## config.mk

```make
export PLATFORM = sky130hd
export DESIGN_NAME = ptm_walker
export DESIGN_NICKNAME = d
export VERILOG_FILES = /design/src/hw/rtl/ptm_pkg.sv /design/src/hw/rtl/ptm_walker.sv
export SDC_FILE = /design/constraint.sdc
export NUM_CORES = 1
export LEC_CHECK = 0
export ABC_AREA = 0
export BUFFER_PORTS_ARGS = -buffer_cell sky130_fd_sc_hd__buf_2
export CAP_MARGIN = 20
export CORE_ASPECT_RATIO = 1.25
export CORE_MARGIN = 2
export CORE_UTILIZATION = 37
export CTS_BUF_LIST = sky130_fd_sc_hd__clkbuf_8
export CTS_CLUSTER_SIZE = 25
export DETAILED_ROUTE_END_ITERATION = 6
export PLACE_DENSITY = 0.62
export SLEW_MARGIN = 20
export SYNTH_ARGS = -nofsm -noshare
export SYNTH_HDL_FRONTEND = slang
export SYNTH_SLANG_ARGS = --single-unit
```

## constraint.sdc

```tcl
create_clock -name i_clk -period 11.59 [get_ports i_clk]
set_clock_uncertainty 0.1 [all_clocks]
set_input_delay 2.318 -clock i_clk [delete_from_list [all_inputs] [get_ports i_clk]]
set_output_delay 2.318 -clock i_clk [all_outputs]
set_load 0.02 [all_outputs]
```

## src/hw/rtl/ptm_pkg.sv

```systemverilog
// page table manager package: command and status codes, entry bit positions,
// result struct and the level index helper
// no dependencies
`timescale 1ns / 1ps

package ptm_pkg;

    // command codes (any other code is a translate)
    localparam logic [1:0] CMD_MAP       = 2'd0;
    localparam logic [1:0] CMD_UNMAP     = 2'd1;
    localparam logic [1:0] CMD_TRANSLATE = 2'd2;

    // status codes
    localparam logic [1:0] ST_DONE       = 2'd0;
    localparam logic [1:0] ST_NOT_MAPPED = 2'd1;
    localparam logic [1:0] ST_NO_PAGES   = 2'd2;

    // entry layout
    localparam int PRESENT_BIT  = 0;
    localparam int WRITABLE_BIT = 1;
    localparam int OFFSET_W     = 12;
    localparam int INDEX_W      = 9;
    localparam int ENTRY_W      = 64;
    localparam int VA_W         = 48;
    localparam int PAGE_NUM_W   = ENTRY_W - OFFSET_W;

    // walk levels, root first
    localparam logic [1:0] LEVEL_ROOT = 2'd3;
    localparam logic [1:0] LEVEL_LEAF = 2'd0;

    typedef struct packed {
        logic [1:0]         status;
        logic [ENTRY_W-1:0] addr;
        logic               flush;
    } t_result;

    // table index of the virtual address at one level (shifts 12, 21, 30, 39)
    function automatic logic [INDEX_W-1:0] level_index(input logic [VA_W-1:0] va,
                                                       input logic [1:0] level);
        logic [INDEX_W-1:0] idx;
        case (level)
            2'd0: idx = va[20:12];
            2'd1: idx = va[29:21];
            2'd2: idx = va[38:30];
            2'd3: idx = va[47:39];
            default: idx = va[20:12];
        endcase
        return idx;
    endfunction

endpackage

```

## src/hw/rtl/ptm_walker.sv

```systemverilog
// page walk sequencer: reads one table entry per level, links new tables from
// the bump allocator, updates the leaf and builds the result
// depends on ptm_pkg
`timescale 1ns / 1ps

module ptm_walker #(
    parameter int TABLE_PAGES = 16,
    localparam int PAGE_W = $clog2(TABLE_PAGES),
    localparam int ADDR_W = PAGE_W + ptm_pkg::INDEX_W,
    localparam int FREE_W = $clog2(TABLE_PAGES + 1)
) (
    input  logic                        i_clk,
    input  logic                        i_rst_n,
    input  logic                        i_start,
    input  logic [1:0]                  i_command,
    input  logic [ptm_pkg::VA_W-1:0]    i_virt_addr,
    input  logic [ptm_pkg::ENTRY_W-1:0] i_phys_addr,
    input  logic [ptm_pkg::ENTRY_W-1:0] i_entry_flags,
    output logic                        o_busy,
    output logic                        o_mem_we,
    output logic [ADDR_W-1:0]           o_mem_addr,
    output logic [ptm_pkg::ENTRY_W-1:0] o_mem_wdata,
    input  logic [ptm_pkg::ENTRY_W-1:0] i_mem_rdata,
    output logic                        o_res_valid,
    output ptm_pkg::t_result            o_res
);

    localparam logic [1:0] S_IDLE = 2'd0;
    localparam logic [1:0] S_READ = 2'd1;
    localparam logic [1:0] S_EVAL = 2'd2;

    logic [1:0]                  r_state, n_state;
    logic [1:0]                  r_level, n_level;
    logic [PAGE_W-1:0]           r_page, n_page;
    logic [FREE_W-1:0]           r_next_free, n_next_free;
    logic [1:0]                  r_cmd;
    logic [ptm_pkg::VA_W-1:0]    r_va;
    logic [ptm_pkg::ENTRY_W-1:0] r_phys;
    logic [ptm_pkg::ENTRY_W-1:0] r_flags;
    logic                        r_res_valid, n_res_valid;
    ptm_pkg::t_result            r_res, n_res;

    logic entry_present;
    logic link_in_range;
    logic pool_empty;
    logic is_map;
    logic is_unmap;

    assign entry_present = i_mem_rdata[ptm_pkg::PRESENT_BIT];
    assign link_in_range = i_mem_rdata[ptm_pkg::ENTRY_W-1:ptm_pkg::OFFSET_W]
                           < ptm_pkg::PAGE_NUM_W'(TABLE_PAGES);
    assign pool_empty    = r_next_free >= FREE_W'(TABLE_PAGES);
    assign is_map        = r_cmd == ptm_pkg::CMD_MAP;
    assign is_unmap      = r_cmd == ptm_pkg::CMD_UNMAP;

    // entry address for the current level
    assign o_mem_addr = {r_page, ptm_pkg::level_index(r_va, r_level)};
    assign o_busy     = r_state != S_IDLE;

    // walk control
    always_comb begin
        n_state     = r_state;
        n_level     = r_level;
        n_page      = r_page;
        n_next_free = r_next_free;
        n_res_valid = 1'b0;
        n_res       = r_res;
        o_mem_we    = 1'b0;
        o_mem_wdata = '0;
        case (r_state)
            S_IDLE: begin
                if (i_start) begin
                    n_state = S_READ;
                    n_level = ptm_pkg::LEVEL_ROOT;
                    n_page  = '0;
                end
            end
            S_READ: begin
                n_state = S_EVAL;
            end
            S_EVAL: begin
                n_res.status = ptm_pkg::ST_DONE;
                n_res.addr   = '0;
                n_res.flush  = 1'b0;
                if (r_level != ptm_pkg::LEVEL_LEAF) begin
                    if (entry_present) begin
                        if (link_in_range) begin
                            n_page  = i_mem_rdata[ptm_pkg::OFFSET_W +: PAGE_W];
                            n_level = r_level - 2'd1;
                            n_state = S_READ;
                        end else begin
                            n_res.status = ptm_pkg::ST_NOT_MAPPED;
                            n_res_valid  = 1'b1;
                            n_state      = S_IDLE;
                        end
                    end else if (!is_map) begin
                        n_res.status = ptm_pkg::ST_NOT_MAPPED;
                        n_res_valid  = 1'b1;
                        n_state      = S_IDLE;
                    end else if (pool_empty) begin
                        n_res.status = ptm_pkg::ST_NO_PAGES;
                        n_res_valid  = 1'b1;
                        n_state      = S_IDLE;
                    end else begin
                        // link a fresh table as present and writable
                        o_mem_we    = 1'b1;
                        o_mem_wdata = {{(ptm_pkg::PAGE_NUM_W - PAGE_W){1'b0}},
                                       r_next_free[PAGE_W-1:0],
                                       {(ptm_pkg::OFFSET_W - 2){1'b0}}, 2'b11};
                        n_page      = r_next_free[PAGE_W-1:0];
                        n_next_free = r_next_free + FREE_W'(1);
                        n_level     = r_level - 2'd1;
                        n_state     = S_READ;
                    end
                end else begin
                    // leaf entry
                    n_res_valid = 1'b1;
                    n_state     = S_IDLE;
                    if (is_map) begin
                        o_mem_we    = 1'b1;
                        o_mem_wdata = {r_phys[ptm_pkg::ENTRY_W-1:ptm_pkg::OFFSET_W],
                                       {ptm_pkg::OFFSET_W{1'b0}}}
                                      | r_flags | ptm_pkg::ENTRY_W'(1);
                        n_res.flush = 1'b1;
                    end else if (!entry_present) begin
                        n_res.status = ptm_pkg::ST_NOT_MAPPED;
                    end else if (is_unmap) begin
                        o_mem_we    = 1'b1;
                        o_mem_wdata = '0;
                        n_res.flush = 1'b1;
                    end else begin
                        n_res.addr = {i_mem_rdata[ptm_pkg::ENTRY_W-1:ptm_pkg::OFFSET_W],
                                      r_va[ptm_pkg::OFFSET_W-1:0]};
                    end
                end
            end
            default: begin
                n_state = S_IDLE;
            end
        endcase
    end

    // control registers
    always_ff @(posedge i_clk) begin
        if (!i_rst_n) begin
            r_state     <= S_IDLE;
            r_next_free <= FREE_W'(1);
            r_res_valid <= 1'b0;
        end else begin
            r_state     <= n_state;
            r_next_free <= n_next_free;
            r_res_valid <= n_res_valid;
        end
    end

    // request and walk payload registers
    always_ff @(posedge i_clk) begin
        r_level <= n_level;
        r_page  <= n_page;
        r_res   <= n_res;
        if (r_state == S_IDLE && i_start) begin
            r_cmd   <= i_command;
            r_va    <= i_virt_addr;
            r_phys  <= i_phys_addr;
            r_flags <= i_entry_flags;
        end
    end

    assign o_res_valid = r_res_valid;
    assign o_res       = r_res;

endmodule

```

==> results.txt <==
----------------------------------------------------
[Route]
  Routed WL ... 21900 um
  Routed via count ... about 6000
  Remaining number of nets flagged by the antenna check after routing ... 0
  Initial DRT Pass Iterations ... 7
  Mean routed wirelength per cell ... approximately 17 um
  DRC violation count after routing ... 0
  Number of DRC violations after detailed-routing iteration 0 ... around 280
  Avg Vias per Cell ... about 4.5

[Critical path]
  Crit Path Max Fanout ... 10
  R2r startpoint ... r_level[0]
  Slowest cell on the critical path ... sky130_fd_sc_hd__or3_1
  Crit path launch type ... primary input
  Internal reg-to-reg setup slack ... 8.98 ns
  Critical path data required time ... a little over 9 ns
  Path type of the worst setup path ... primary input to output pin
  Arrival time of the worst setup path ... 3.83 ns
  Critical Path Most Common Cell ... sky130_fd_sc_hd__buf_2
  Critical path capture point type ... output pin
  Cell class contributing the biggest share of worst-path delay ... simple AND/OR/NAND/NOR gates
  Critical path, cell by cell ... buf_2, or3_1, nor2_2, nand2_1, a221oi_1, buf_2
  Worst R2R End ... r_level[1]
  Critical path buffer and inverter count ... 2
  Biggest cell delay along the critical path ... between 0.4 and 0.5 ns
  Depth of the worst register-to-register path ... 5

[Timing]
  Minimum setup slack in the final design ... approximately 5.3 ns
  Slew of the pin with the lowest slew margin ... ~0.95 ns
  Endpoints failing setup ... 0
  Crit share post-route ... 53.9%
  Top achievable clock speed ... 160 MHz
  Final Max Slew Viols ... 0
  Normalized max-slew margin ... 36.1%
  Setup TNS after final layout ... 0 ns
  Shortest clock period the worst path allows after layout ... ~6.2 ns
  Number of hold violations in the final report ... 0
  RSZ-0062 raised after global routing ... no

[CTS]
  Clk Latency, worst-skew pair ... ~0.52 ns
  Bufs on Longest Clock Path ... 3
  Clock slew seen by the registers of the worst setup and hold paths ... roughly 0.060 ns
  Hold buffer count at CTS ... 0
  Number of clock buffers inserted by TritonCTS ... 40
  Clk sinks ... 246
  CTS resizes ... 0
  Maximum level of the CTS H-tree ... 2
  Post-CTS setup buffer count ... 0
  Master cell of the clock root buffer ... sky130_fd_sc_hd__clkbuf_8
  CTS tree ... yes

[Logic synthesis]
  Flip-flop and latch count after synthesis ... roughly 250
  Top post-synthesis cells by area ... sky130_fd_sc_hd__edfxtp_1 (79%), sky130_fd_sc_hd__and2_1 (5.1%), sky130_fd_sc_hd__nor2_1 (5.0%), sky130_fd_sc_hd__dfxtp_1 (1.8%), sky130_fd_sc_hd__a222oi_1 (0.99%)
  Number of warnings reported in the yosys synthesis log ... 0
  Cell count after synthesis ... between 500 and 600
  Post-synth EDFFs ... between 200 and 250
  Fraction of synthesis flops using an asynchronous set or reset pin ... 0%
  Prevailing post-synth register cell ... sky130_fd_sc_hd__edfxtp_1
  Biggest area consumer among synthesized cells ... sky130_fd_sc_hd__edfxtp_1
  Most frequent cell after synthesis ... sky130_fd_sc_hd__edfxtp_1
  Post-synthesis net count ... between 800 and 900
  Sequential area share after synthesis ... 80.6%
  Yosys top cell area share ... about four fifths
  Post-Synthesis Cell Area ... slightly above 9000 sq um
  Post-synth top cells ... sky130_fd_sc_hd__edfxtp_1 (238), sky130_fd_sc_hd__nor2_1 (121), sky130_fd_sc_hd__and2_1 (74), sky130_fd_sc_hd__a21oi_1 (15), sky130_fd_sc_hd__clkbuf_1 (15)
  Cell variety after synth ... 38
  Syn_area_per_cell ... roughly 16 sq um

[Power and ir drop]
  Leakage dissipation ... around 5 nW
  Total power density per cell area ... between 150 and 200 nW/um^2
  Worst supply voltage drop on vdd ... ~0.11 mV

[Global routing]
  Initial antenna violation count ... 3
  Global routing usage on met3 ... 7.26%
  Overall Global Routing Usage ... between 15 and 20%
  Remaining global-route overflow ... 0
  Global-route met1 utilization ... roughly 17%
  Busiest layer in global routing ... met2
  Number of global-route vias before repair ... 5812
  Met2 track utilization from global routing ... between 20% and 30%
  Global-route wire length before repair ... around 31000 um
  Largest net degree at the start of global routing ... 76

[Cells and area]
  Final net count ... around 1200
  Area occupied by registers ... about 7300 sq um
  Fraction of layout instances using a drive strength above 1 ... roughly 45%
  Number of filler instances in the final layout ... approximately 2200
  Antenna cell count ... 0
  Area Growth Syn to Fin ... 33.3%
  Multi-input gate area in the final layout ... between 1500 and 2000 sq um

[Floorplan]
  Number of cell rows ... 64
  Full die area ... 25800 sq um
  IO Pins ... around 390
  Area of the core region ... 24300 sq um
  Initial Utilization ... between 30% and 40%
  Height of the die ... around 180 um
  Width of the chip ... around 140 um

[Place]
  Number of buffers inserted by port buffering ... around 370
  Worst setup timing slack at the placement stage ... 5.35 ns
  Final GP Congestion ... 0.839
  Post-detail-place hpwl ... 16100 um

[Hold path]
  Number of cells traversed by the worst hold path ... 2
  Worst Min Path Start ... r_state[0]
  Hold EP ... r_state[1]
  Hold crit path type ... register to register

[Run status]
  Result of the run ... finished, final reports clean

[Flow run]
  Number of max-capacitance violations reported ... 0

----------------------------------------------------
cell families (layout without fill, tap and decap cells):
group / count (synthesis) / after routing / share of synthesized area (%)
AOI/OAI and AO/OA: 36 / 36 / 2.87
muxes: 6 / 6 / 0.663
adders and majority gates: 6 / 6 / 0.828
xor gates and xnor gates: 3 / 3 / 0.290
buffers and inverters: 32 / 456 / 1.45
and+or+nand+nor: 236 / 236 / 13.3
DFF: 246 / 246 / 80.6
per-layer routing:
layer  vias to the layer above  wire (um)
met5                         -         27
met4                         4        614
met3                        42       2740
met2                       333      11000
met1                      2730       7550
li1                       2851          -
worst max path at each step:
stage	from	to	slack (ns)	depth (start not counted)
3_3_place_gp	i_mem_rdata[0]	o_mem_wdata[1]	5.35	6
5_1_grt	i_mem_rdata[0]	o_mem_wdata[14]	5.26	6
3_5_place_dp	i_mem_rdata[0]	o_mem_wdata[1]	5.35	6
4_1_cts	i_mem_rdata[0]	o_mem_wdata[1]	5.34	6
6_report	i_mem_rdata[0]	o_mem_wdata[1]	5.34	6
2_1_floorplan	i_start	r_cmd[0]	1.66	2
sequential cells by signal, summed over array words and instances, names as in the netlist:
signal and count:
r_va 48, r_state 2, r_cmd 2, o_res 67, r_flags 63, r_next_free 5
r_phys 52, o_res_valid 1, r_level 2, r_page 4
worst min-delay path, cell delays in order (launching register included):
cell and delay [ns]:
sky130_fd_sc_hd__dfxtp_1 0.34, sky130_fd_sc_hd__nand2_1 0.07, sky130_fd_sc_hd__nor2_1 0.03
per-stage QoR:
stage	power, W	utilization, %	hold WS [ns]	instance area (sq um)	instances
3_5_place_dp	0.00118	46.5	0.379	11300	1246
4_1_cts	0.00192	49.7	0.387	12100	1318
2_1_floorplan	0.00112	-	0.341	9060	565
3_3_place_gp	0.00118	46.5	0.365	11300	1246
6_report	0.00189	49.8	0.385	12100	1319
5_1_grt	0.00197	49.8	0.429	12100	1319
area by class of cell:
class / count / area share (%)
flip-flops and latches: 246 / 60.5
multi-input cells: 287 / 13.5
clock buffers: 42 / 4.78
repair buffers: 373 / 15.7
well taps: 330 / 3.42
clock inverters: 30 / 1.69
inverters: 11 / 0.342
cell usage in the layout, fill, tap and decap left out, drive strengths merged, types with 2 or more instances in the layout:
cell / netlist / final
nor2: 122 / 122
mux2i: 6 / 6
dfxtp: 8 / 8
o21ai: 3 / 3
nor3: 3 / 3
buf: 6 / 373
xnor2: 3 / 3
nor4: 12 / 12
inv: 11 / 26
or4: 2 / 2
clkinvlp: 0 / 2
and3: 2 / 2
and2: 75 / 75
bufinv: 0 / 3
a211oi: 4 / 4
ha: 6 / 6
nand2: 8 / 8
clkbuf: 15 / 42
a21oi: 15 / 15
clkinv: 0 / 10
nand3: 5 / 5
a222oi: 9 / 9
nand4: 2 / 2
edfxtp: 238 / 238
report_power, final:
part           internal [W]  switching (W)
clock              0.000403       0.000324
combinational     0.0000457      0.0000711
sequential          0.00103      0.0000130
total               0.00148       0.000408
Note: power is estimated with default switching activity, not from simulation.
